==> config.mk <==
export PLATFORM = sky130hd
export DESIGN_NAME = mfc_median9
export DESIGN_NICKNAME = d
export VERILOG_FILES = /design/src/rtl/mfc_pkg.sv /design/src/rtl/mfc_median9.sv
export SDC_FILE = /design/constraint.sdc
export NUM_CORES = 1
export LEC_CHECK = 0
export BUFFER_PORTS_ARGS = -buffer_cell sky130_fd_sc_hd__buf_4
export CORE_MARGIN = 10
export CORE_UTILIZATION = 30
export DETAILED_ROUTE_END_ITERATION = 16
export SLEW_MARGIN = 20
export SYNTH_ARGS = -nofsm -noshare
export SYNTH_HDL_FRONTEND = slang
export SYNTH_SLANG_ARGS = --single-unit
export TNS_END_PERCENT = 1
==> constraint.sdc <==
create_clock -name aclk -period 6.4 [get_ports aclk]
set_clock_uncertainty 0.05 [all_clocks]
set_input_delay 1.6 -clock aclk [delete_from_list [all_inputs] [get_ports aclk]]
set_output_delay 1.6 -clock aclk [all_outputs]
set_load 0.005 [all_outputs]
==> src/rtl/mfc_pkg.sv <==
// Shared types and constants for the 3x3 median filter core.
// No dependencies; imported by the top level, mfc_median9 and mfc_out_fifo.
`timescale 1ns / 1ps
package mfc_pkg;

    localparam int PIX_W      = 16;
    localparam int WIDTH_W    = 13;
    localparam int HEIGHT_W   = 16;
    localparam int CFG_DATA_W = 16;
    localparam int CFG_IDX_W  = 1;

    localparam logic [CFG_IDX_W-1:0] REG_FRAME_WIDTH  = 1'b0;
    localparam logic [CFG_IDX_W-1:0] REG_FRAME_HEIGHT = 1'b1;

    localparam logic CMD_PIXEL = 1'b0;
    localparam logic CMD_DRAIN = 1'b1;

    localparam logic [WIDTH_W-1:0]  WIDTH_RESET  = 13'd640;
    localparam logic [HEIGHT_W-1:0] HEIGHT_RESET = 16'd480;
    localparam logic [HEIGHT_W-1:0] HEIGHT_MIN   = 16'd3;

    // Result queue; the input side stalls once DEPTH-1 results are reserved.
    localparam int FIFO_DEPTH = 16;
    localparam int FIFO_AW    = $clog2(FIFO_DEPTH);
    localparam int PEND_W     = $clog2(FIFO_DEPTH + 1);

    typedef logic [PIX_W-1:0] pix_t;
    typedef logic [8:0][PIX_W-1:0] window_t;

    // Per-item bookkeeping that rides along the median pipeline.
    typedef struct packed {
        logic emit0;     // first result present
        logic emit1;     // second result (last column copy) present
        logic interior;  // first result is the median
        logic fe;        // first result closes the frame
        pix_t val0;      // copied value for the first result
        pix_t val1;      // value for the second result
    } meta_t;

    typedef struct packed {
        pix_t pixel;
        logic fe;
    } res_t;

endpackage

==> src/rtl/mfc_median9.sv <==
// Three-stage median-of-nine pipeline (row sort, reduce, median of three).
// Depends on mfc_pkg for pixel, window and side-band types.
`timescale 1ns / 1ps
module mfc_median9
    import mfc_pkg::*;
(
    input  logic    aclk,
    input  logic    aresetn,
    input  logic    in_valid,
    input  window_t in_window,
    input  meta_t   in_meta,
    output logic    out_valid,
    output pix_t    out_median,
    output meta_t   out_meta
);

    typedef struct packed {
        pix_t hi;
        pix_t mid;
        pix_t lo;
    } sort3_t;

    function automatic sort3_t sort3(pix_t a, pix_t b, pix_t c);
        pix_t   lo1;
        pix_t   hi1;
        sort3_t r;
        lo1 = (a < b) ? a : b;
        hi1 = (a < b) ? b : a;
        if (c < lo1) begin
            r = '{hi: hi1, mid: lo1, lo: c};
        end else if (c < hi1) begin
            r = '{hi: hi1, mid: c, lo: lo1};
        end else begin
            r = '{hi: c, mid: hi1, lo: lo1};
        end
        return r;
    endfunction

    sort3_t     row_reg [3];
    pix_t       max_lo_reg;
    pix_t       mid_mid_reg;
    pix_t       min_hi_reg;
    pix_t       median_reg;
    logic [2:0] valid_reg;
    meta_t      meta_reg [3];
    sort3_t     lo_sort;
    sort3_t     mid_sort;
    sort3_t     hi_sort;
    sort3_t     fin_sort;

    always_comb begin
        lo_sort  = sort3(row_reg[0].lo,  row_reg[1].lo,  row_reg[2].lo);
        mid_sort = sort3(row_reg[0].mid, row_reg[1].mid, row_reg[2].mid);
        hi_sort  = sort3(row_reg[0].hi,  row_reg[1].hi,  row_reg[2].hi);
        fin_sort = sort3(max_lo_reg, mid_mid_reg, min_hi_reg);
    end

    always_ff @(posedge aclk) begin
        if (!aresetn) begin
            valid_reg <= '0;
        end else begin
            valid_reg <= {valid_reg[1:0], in_valid};
        end
    end

    always_ff @(posedge aclk) begin
        for (int r = 0; r < 3; r++) begin
            row_reg[r] <= sort3(in_window[3*r], in_window[3*r+1], in_window[3*r+2]);
        end
        max_lo_reg  <= lo_sort.hi;
        mid_mid_reg <= mid_sort.mid;
        min_hi_reg  <= hi_sort.lo;
        median_reg  <= fin_sort.mid;
        meta_reg[0] <= in_meta;
        meta_reg[1] <= meta_reg[0];
        meta_reg[2] <= meta_reg[1];
    end

    assign out_valid  = valid_reg[2];
    assign out_median = median_reg;
    assign out_meta   = meta_reg[2];

endmodule

==> impl_results.md, run 1 <==
* Run status: finished, final reports clean
* Maximum number of pins on one net before global-route repair at 52
* Number of CTS-inserted buffers at 36
* Post-synthesis instance area at 19,200 µm²
* Number of global-route vias before repair at 15,800
* Number of flip-flops in the largest register at 144
* Number of unique standard cell types used by synthesis at 62
* Category of the critical setup timing path: primary input to register
* Overall power at 11,100 µW
* Global-route wire length before repair at 88,800 µm
* Area growth from synthesis to final layout at 19.0%
* Number of gates resized after CTS at 0
* Clock root buffer: sky130_fd_sc_hd__clkbuf_16
* Final core utilization at 0.362
* CP cell instances: buf_4, inv_1, ha_1, nand4_1, nor2_1, a21oi_1, o31ai_4, buf_4, nor2_1, a21oi_1, ha_1, a21o_1, a21o_1, a21o_1, a221oi_1, o21ai_0, a31oi_4, buf_4, or2_1, buf_4, nor2_1, a21oi_1
* Effective utilization at floorplan at 0.304
* Setup-violating endpoint count in the final report at 0
* Most common cell after layout, fill and taps aside: sky130_fd_sc_hd__dfxtp_1
* Fill cell count at 6,368
* Met3 wire length at 2940 µm
* Cell occurring most often along the worst timing path: sky130_fd_sc_hd__buf_4
* CTS Hold Bufs at 0
* PortBufs at 235
* Post-synthesis instance total at 2,159
* Per-instance average area after synthesis at 8.89 µm²
* Syn nets at 2,642
* Slew at the pin closest to its max-slew limit at 1030 ps
* Gr usage total at 0.150
* Portion of the post-synthesis area used by sequential elements at 0.333
* TNS Setup at 0 ps
* Initial antenna violation count at 1
* Met1 wire length at 25,500 µm
* Standard-cell row count at 92
* Setup Fix Bufs, Post-CTS at 0
* Total number of yosys warnings at 0
* Count of flip-flops with a built-in enable after synthesis at 0
* Max-cap violation count at 0
* Post-DP HPWL at 48,900 µm
* Count of vias placed by the detailed router at 15,700
* RSZ-0062 raised after global routing: no
* FF/Latch Area at 6390 µm²
* Met2 wire length at 27,600 µm
* Share of synthesized registers carrying an async set or reset at 0
* Latest clock arrival within the worst-skew pair at 540 ps
* Data arrival, critical path at 5890 ps
* Total Die Area at 74,500 µm²
* Maximum clock frequency at 182 MHz
* Number of DRC markers in iteration 0 at 998
* Clock transition at the registers of the reported paths at 60 ps
* Standby leakage power at 0.0115 µW
* Drt drc at 0
* Ys flop type: sky130_fd_sc_hd__dfxtp_1
* Setup slack after placement at 415 ps
* Routed wire length at 58,100 µm
* Antenna Violating Nets Remaining at 0
* Worst relative slew slack at 0.315
* Maximum ir drop on the vdd rail at 0.353 mV
* Area taken by multi-input logic gates at 11,500 µm²
* Slowest cell on crit path: sky130_fd_sc_hd__o31ai_4
* Boundary pin count at 236
* Final critical path time including I/O delays and setup at 5500 ps
* Largest stage delay on the critical path at 410 ps
* Global-route congestion overflow total at 0
* Critical Path Source Type: primary input
* Share of post-route cells with drive strength above 1 at 0.167
* Number of levels the H-tree was split into at 2
* Power per standard cell area at 485 nW/µm²
* Die extent in x at 273 µm
* Crit path max fanout at 34
* Maximum buffer depth of the clock tree at 3
* Routed len/inst at 18.0 µm
* Crit share post-route at 0.859
* Top layer used by detailed routing: met4
* Max Slew Vio Count at 0
* Worst Setup End Kind: register
* Detailed-route vias per instance at 4.88
* Data required time of the critical path at 6790 ps
* Flip-flop and latch count after synthesis at 319
* Core Area at 63,200 µm²
* Clock tree from TritonCTS: built
* Number of nets in the final layout at 2,831
* Detailed-router iteration count before antenna repair at 5
* Final weighted congestion in routability-driven placement at 0.926
* Hold WC Path Type: register to register
* Highest-count cells in the layout ignoring fill and taps: 319 x sky130_fd_sc_hd__dfxtp_1, 300 x sky130_fd_sc_hd__ha_1, 276 x sky130_fd_sc_hd__a21oi_1
* Overall die height at 273 µm
* Num Clock Sinks at 319
* Smallest setup slack after layout at 902 ps
* Final Hold Vio Count at 0
* Count of inserted antenna diode cells at 0
[through the flow]
stage | instance area [µm²] | cells | hold WS [ps]
floorplan | 19200 | 2159 | 260
global placement | 21700 | 3156 | 260
detailed placement | 21700 | 3156 | 262
CTS | 22800 | 3219 | 274
global route | 22900 | 3219 | 278
finish | 22900 | 3219 | 272
[power breakdown]
group | leakage [µW] | internal [µW] | switching (µW) | total [µW]
Sequential | 0.00269 | 2520 | 457 | 2970
Clock | 0.000568 | 1170 | 800 | 1970
Combinational | 0.00820 | 2650 | 3490 | 6140
Total | 0.0115 | 6330 | 4750 | 11100
[critical path: cells and delay by family]
family | cells | cell delay [ps]
compound gates | 10 | 2220
fa+ha+maj | 2 | 640
buf+inv | 5 | 950
simple gates | 5 | 460
[per-layer routing]
metal  GRT usage  vias to the layer above
met4      0.0589                        0
met1       0.182                     7305
met5           0                        -
li1            -                     7952
met3      0.0286                       87
met2       0.259                      366
[logic make-up after synthesis]
family,Yosys count,synth area share
DFF,319,0.333
and+or+nand+nor,479,0.113
AOI/OAI and AO/OA,527,0.169
muxes,228,0.120
buffers and inverters,306,0.0692
adders and majority gates,300,0.196
[cells in the mapped netlist, types with 5 or more instances]
cell type	instances	area (µm²)
sky130_fd_sc_hd__a211o_1	6	52.6
sky130_fd_sc_hd__a211oi_1	14	105
sky130_fd_sc_hd__a21o_1	76	571
sky130_fd_sc_hd__a21oi_1	276	1380
sky130_fd_sc_hd__a221oi_1	7	61.3
sky130_fd_sc_hd__a31o_2	18	158
sky130_fd_sc_hd__buf_1	5	18.8
sky130_fd_sc_hd__buf_2	24	120
sky130_fd_sc_hd__buf_4	38	285
sky130_fd_sc_hd__clkbuf_1	44	165
sky130_fd_sc_hd__dfxtp_1	319	6390
sky130_fd_sc_hd__ha_1	300	3750
sky130_fd_sc_hd__inv_1	194	728
sky130_fd_sc_hd__mux2_2	20	225
sky130_fd_sc_hd__mux2i_1	208	2080
sky130_fd_sc_hd__nand2_1	78	293
sky130_fd_sc_hd__nand2b_1	8	50.1
sky130_fd_sc_hd__nand3_1	23	115
sky130_fd_sc_hd__nand4_1	43	269
sky130_fd_sc_hd__nor2_1	248	931
sky130_fd_sc_hd__nor2b_1	15	93.8
sky130_fd_sc_hd__nor3_1	9	45.0
sky130_fd_sc_hd__nor3b_1	8	60.1
sky130_fd_sc_hd__nor4_1	5	31.3
sky130_fd_sc_hd__o211ai_1	27	203
sky130_fd_sc_hd__o21a_1	7	52.6
sky130_fd_sc_hd__o21ai_0	62	310
sky130_fd_sc_hd__or2_2	16	100
[final timing paths]
check                                             start                       end  slack [ps]  depth (start not counted)
worst max-delay path                     in_window[119]   row_reg[0][136]$_DFF_P_         900                         22
worst min-delay path            meta_reg[0][69]$_DFF_P_  meta_reg[0][105]$_DFF_P_         270                          0
worst max register to register   row_reg[0][67]$_DFF_P_    mid_mid_reg[3]$_DFF_P_        1060                         18
worst min register to register  meta_reg[0][69]$_DFF_P_  meta_reg[0][105]$_DFF_P_         270                          0
[layout make-up]
class	count	area share
Clock inverter	15	0.00526
Tap cell	846	0.0463
Multi-Input combinational cell	1534	0.505
Timing Repair Buffer	263	0.0875
Sequential cell	319	0.279
Inverter	194	0.0319
Clock buffer	48	0.0450
Note: power is estimated with default switching activity, not from simulation.
==> run 2: changes to the inputs <==
--- a/config.mk
+++ b/config.mk
@@ -5,6 +5,7 @@
 export SDC_FILE = /design/constraint.sdc
 export NUM_CORES = 1
 export LEC_CHECK = 0
+export ABC_AREA = 1
 export BUFFER_PORTS_ARGS = -buffer_cell sky130_fd_sc_hd__buf_4
 export CORE_MARGIN = 10
 export CORE_UTILIZATION = 30
==> run 2 against run 1 <==
Global-route usage barely moved. Clock power up 14%. Power grew 6.6%. Final cell count up 25%. First-iteration DRC count increased by 19%. Die area grew 6.4%. Wire length rose by 4.3%. Largest cell class unchanged.
==> impl_results.md, run 2 <==
* Critical Path Source Type: primary input
* Met3 wire length at 3210 µm (+9.5%)
* Cell Int Power at 6160 µW (-2.8%)
* Fill cell count at 7,226 (+13%)
* Post-DP HPWL at 50,100 µm (+2.4%)
* Cell accounting for the most synthesized area: sky130_fd_sc_hd__dfxtp_1
* Slew at the pin closest to its max-slew limit at 948 ps (-79.6 ps)
* Ys flop type: sky130_fd_sc_hd__dfxtp_1
* Core Area at 67,500 µm² (+6.8%)
* Effective utilization at floorplan at 0.304 (+0.000338)
* Setup-violating endpoint count in the final report at 0 (unchanged)
* Area taken by multi-input logic gates at 11,500 µm² (-0.13%)
* Total number of yosys warnings at 0 (unchanged)
* Number of flip-flops in the largest register at 144 (unchanged)
* Clock transition at the registers of the reported paths at 60 ps (about the same)
* Final critical path time including I/O delays and setup at 5390 ps (-110 ps)
* Number of DRC markers in iteration 0 at 1,190 (+19%)
* Clock tree from TritonCTS: built
* Post-synthesis instance total at 2,981 (+38%)
* Startpoint of the worst-slack reg-to-reg timing path: row_reg[0][73]$_DFF_P_
* Number of gates resized after CTS at 0 (unchanged)
* Boundary pin count at 236 (unchanged)
* Number of CTS-inserted buffers at 39 (+8.3%)
* Global-route wire length before repair at 94,600 µm (+6.6%)
* Most frequent cells after synthesis: 892 x sky130_fd_sc_hd__nand2_1, 470 x sky130_fd_sc_hd__inv_1, 319 x sky130_fd_sc_hd__dfxtp_1
* Setup Fix Bufs, Post-CTS at 0 (unchanged)
* Final Hold Vio Count at 0 (unchanged)
* Number of levels the H-tree was split into at 2 (unchanged)
* Clock share of power at 0.191 (+0.013)
* Count of inserted antenna diode cells at 0 (unchanged)
* Detailed-route vias per instance at 4.55 (-6.7%)
* RSZ-0062 raised after global routing: no
* Area contributors post-synth: sky130_fd_sc_hd__dfxtp_1 31%, sky130_fd_sc_hd__ha_1 18%, sky130_fd_sc_hd__nand2_1 16%
* TNS Setup at 0 ps (unchanged)
* CTS Hold Bufs at 0 (unchanged)
* Comb power frac at 0.558 (+0.004)
* Met1 wire length at 27,700 µm (+8.6%)
* Maximum clock frequency at 186 MHz (+2.0%)
* PortBufs at 235 (unchanged)
* Standby leakage power at 0.0131 µW (+14%)
* Die extent in x at 282 µm (+3.2%)
* Most common cell after layout, fill and taps aside: sky130_fd_sc_hd__nand2_1
* Maximum buffer depth of the clock tree at 3 (unchanged)
* Switching power share of the total at 0.479 (+0.0504)
* Syn nets at 3,464 (+31%)
* Num Clock Sinks at 319 (unchanged)
* Worst relative slew slack at 0.362 (+0.0465)
* Global-route congestion overflow total at 0 (unchanged)
* Clock root buffer: sky130_fd_sc_hd__clkbuf_16
* Initial antenna violation count at 0 (-1)
* Detailed-router iteration count before antenna repair at 8 (+3)
* Data arrival, critical path at 5770 ps (-120 ps)
* Power per standard cell area at 492 nW/µm² (+1.5%)
* Area growth from synthesis to final layout at 16.8%
* Share of post-route cells with drive strength above 1 at 0.115 (-0.0515)
* Top layer used by detailed routing: met4
* Final weighted congestion in routability-driven placement at 0.889 (-4.0%)
* Routed len/inst at 15.0 µm (-17%)
* Data required time of the critical path at 6780 ps (about the same)
* Max-cap violation count at 0 (unchanged)
* Flip-flop and latch count after synthesis at 319 (unchanged)
* Most used standard cell by instance count after synthesis: sky130_fd_sc_hd__nand2_1
* Per-instance average area after synthesis at 6.89 µm² (-23%)
* Maximum ir drop on the vdd rail at 0.258 mV (-27%)
* Critical path startpoint: in_window[31]
* Crit path max fanout at 43 (+26%)
* Number of unique standard cell types used by synthesis at 34 (-45%)
* Count of flip-flops with a built-in enable after synthesis at 0 (unchanged)
* Drt drc at 0 (unchanged)
* Flop pwr share at 0.252 (-0.016)
* Antenna Violating Nets Remaining at 0 (unchanged)
* Category of the critical setup timing path: primary input to register
* Highest-count cells in the layout ignoring fill and taps: 892 x sky130_fd_sc_hd__nand2_1, 470 x sky130_fd_sc_hd__inv_1, 319 x sky130_fd_sc_hd__dfxtp_1
* Hold WC Path Type: register to register
* Post-layout instance count excluding filler cells at 4,036 (+25%)
* Latest clock arrival within the worst-skew pair at 560 ps (+20 ps)
* Overall die height at 282 µm (+3.2%)
* Run status: finished, final reports clean
* Area share of the leading cell type in the synthesized netlist at 0.311 (-0.0216)
* Number of nets in the final layout at 3,616 (+28%)
* Number of global-route vias before repair at 17,300 (+9.3%)
* Standard-cell row count at 95 (+3.3%)
* Count of vias placed by the detailed router at 18,400 (+17%)
* Met2 wire length at 27,600 µm (-0.10%)
* Maximum number of pins on one net before global-route repair at 67 (+29%)
* Share of synthesized registers carrying an async set or reset at 0 (unchanged)
* Net switching power at 5660 µW (+19%)
* Routed wire length at 60,600 µm (+4.3%)
* Total Die Area at 79,300 µm² (+6.4%)
* Portion of the post-synthesis area used by sequential elements at 0.311 (-0.0216)
* Gr usage total at 0.150 (-0.000250)
* Crit share post-route at 0.842 (-0.0171)
* Worst Setup End Kind: register
* FF/Latch Area at 6390 µm² (unchanged)
* Max Slew Vio Count at 0 (unchanged)
* Post-synthesis instance area at 20,500 µm² (+7.0%)
* Launch instance of the worst min-delay path: meta_reg[0][56]$_DFF_P_
* Cells after DPL at 3,965 (+26%)
==> run 2: changes by cell type in the layout (fill, tap and decap cells not counted), moves of 151 or more <==
cell / previous run / this run
sky130_fd_sc_hd__nand2_1: 78 / 892
sky130_fd_sc_hd__mux2i_1: 208 / 0
sky130_fd_sc_hd__nor2_1: 248 / 81
sky130_fd_sc_hd__a21oi_1: 276 / 125
sky130_fd_sc_hd__nand3_1: 23 / 287
sky130_fd_sc_hd__inv_1: 194 / 470
==> run 2: cells by family after synthesis <==
kind of cell	after synthesis	share of synthesized area
compound gates	408	0.107
fa+ha+maj	300	0.183
buf+inv	617	0.128
flops	319	0.311
simple gates	1337	0.271
==> run 2: critical path: stages <==
cell                      delay (ps)
sky130_fd_sc_hd__buf_4            80
sky130_fd_sc_hd__inv_1            40
sky130_fd_sc_hd__ha_1            290
sky130_fd_sc_hd__nand2_1          90
sky130_fd_sc_hd__nor4_1          440
sky130_fd_sc_hd__nand2_1         180
sky130_fd_sc_hd__nand2_2         500
sky130_fd_sc_hd__buf_4           320
sky130_fd_sc_hd__nand2_1          60
sky130_fd_sc_hd__o21ai_0         150
sky130_fd_sc_hd__inv_1           110
sky130_fd_sc_hd__ha_1            330
sky130_fd_sc_hd__nand4_1         150
sky130_fd_sc_hd__nor3_1          240
sky130_fd_sc_hd__nand2_2         290
sky130_fd_sc_hd__nand2_2         370
sky130_fd_sc_hd__buf_4           290
sky130_fd_sc_hd__nand2_1          70
sky130_fd_sc_hd__nand3_1          80
sky130_fd_sc_hd__nand2_1          90
==> run 2: worst paths after layout <==
path	endpoint	slack, ps	depth (start not counted)
max	row_reg[0][23]$_DFF_P_	1010	20
min	meta_reg[0][92]$_DFF_P_	250	0
max reg2reg	mid_mid_reg[8]$_DFF_P_	1430	19
min reg2reg	meta_reg[0][92]$_DFF_P_	250	0
==> run 2: final cells by class <==
| class | instances | area share |
|---|---|---|
| Inverter | 480 | 0.0754 |
| Multi-Input combinational cell | 2045 | 0.480 |
| Sequential cell | 319 | 0.266 |
| Clock inverter | 23 | 0.0113 |
| Timing Repair Buffer | 248 | 0.0781 |
| Tap cell | 873 | 0.0455 |
| Clock buffer | 48 | 0.0433 |
==> run 2: power by group through the flow <==
| stage | sequential (µW) | combinational, µW | clock, µW |
|---|---|---|---|
| 6_report | 2970 | 6590 | 2250 |
| 3_3_place_gp | 3020 | 6450 | 0 |
| 5_1_grt | 3020 | 7670 | 2380 |
| 3_5_place_dp | 3020 | 6560 | 0 |
| 4_1_cts | 2980 | 6580 | 2310 |
| 2_1_floorplan | 2800 | 4900 | 0 |
==> run 2: routing by layer <==
layer	GRT usage	vias up
met2	0.247	403
met3	0.0290	89
met4	0.0531	0
met1	0.193	8063
li1	-	9826
met5	0	-
==> run 2: metrics by stage <==
| stage | utilization | area, µm² | total power (µW) | hold WS, ps | worst slack, ps |
|---|---|---|---|---|---|
| 6_report | 0.355 | 24000 | 11800 | 247 | 1010 |
| 5_1_grt | 0.355 | 24000 | 13100 | 253 | 612 |
| 4_1_cts | 0.355 | 24000 | 11900 | 251 | 1020 |
| 3_5_place_dp | 0.336 | 22700 | 9580 | 262 | 430 |
| 3_3_place_gp | 0.336 | 22700 | 9470 | 259 | 496 |
| 2_1_floorplan | - | 20500 | 7700 | 260 | 1710 |
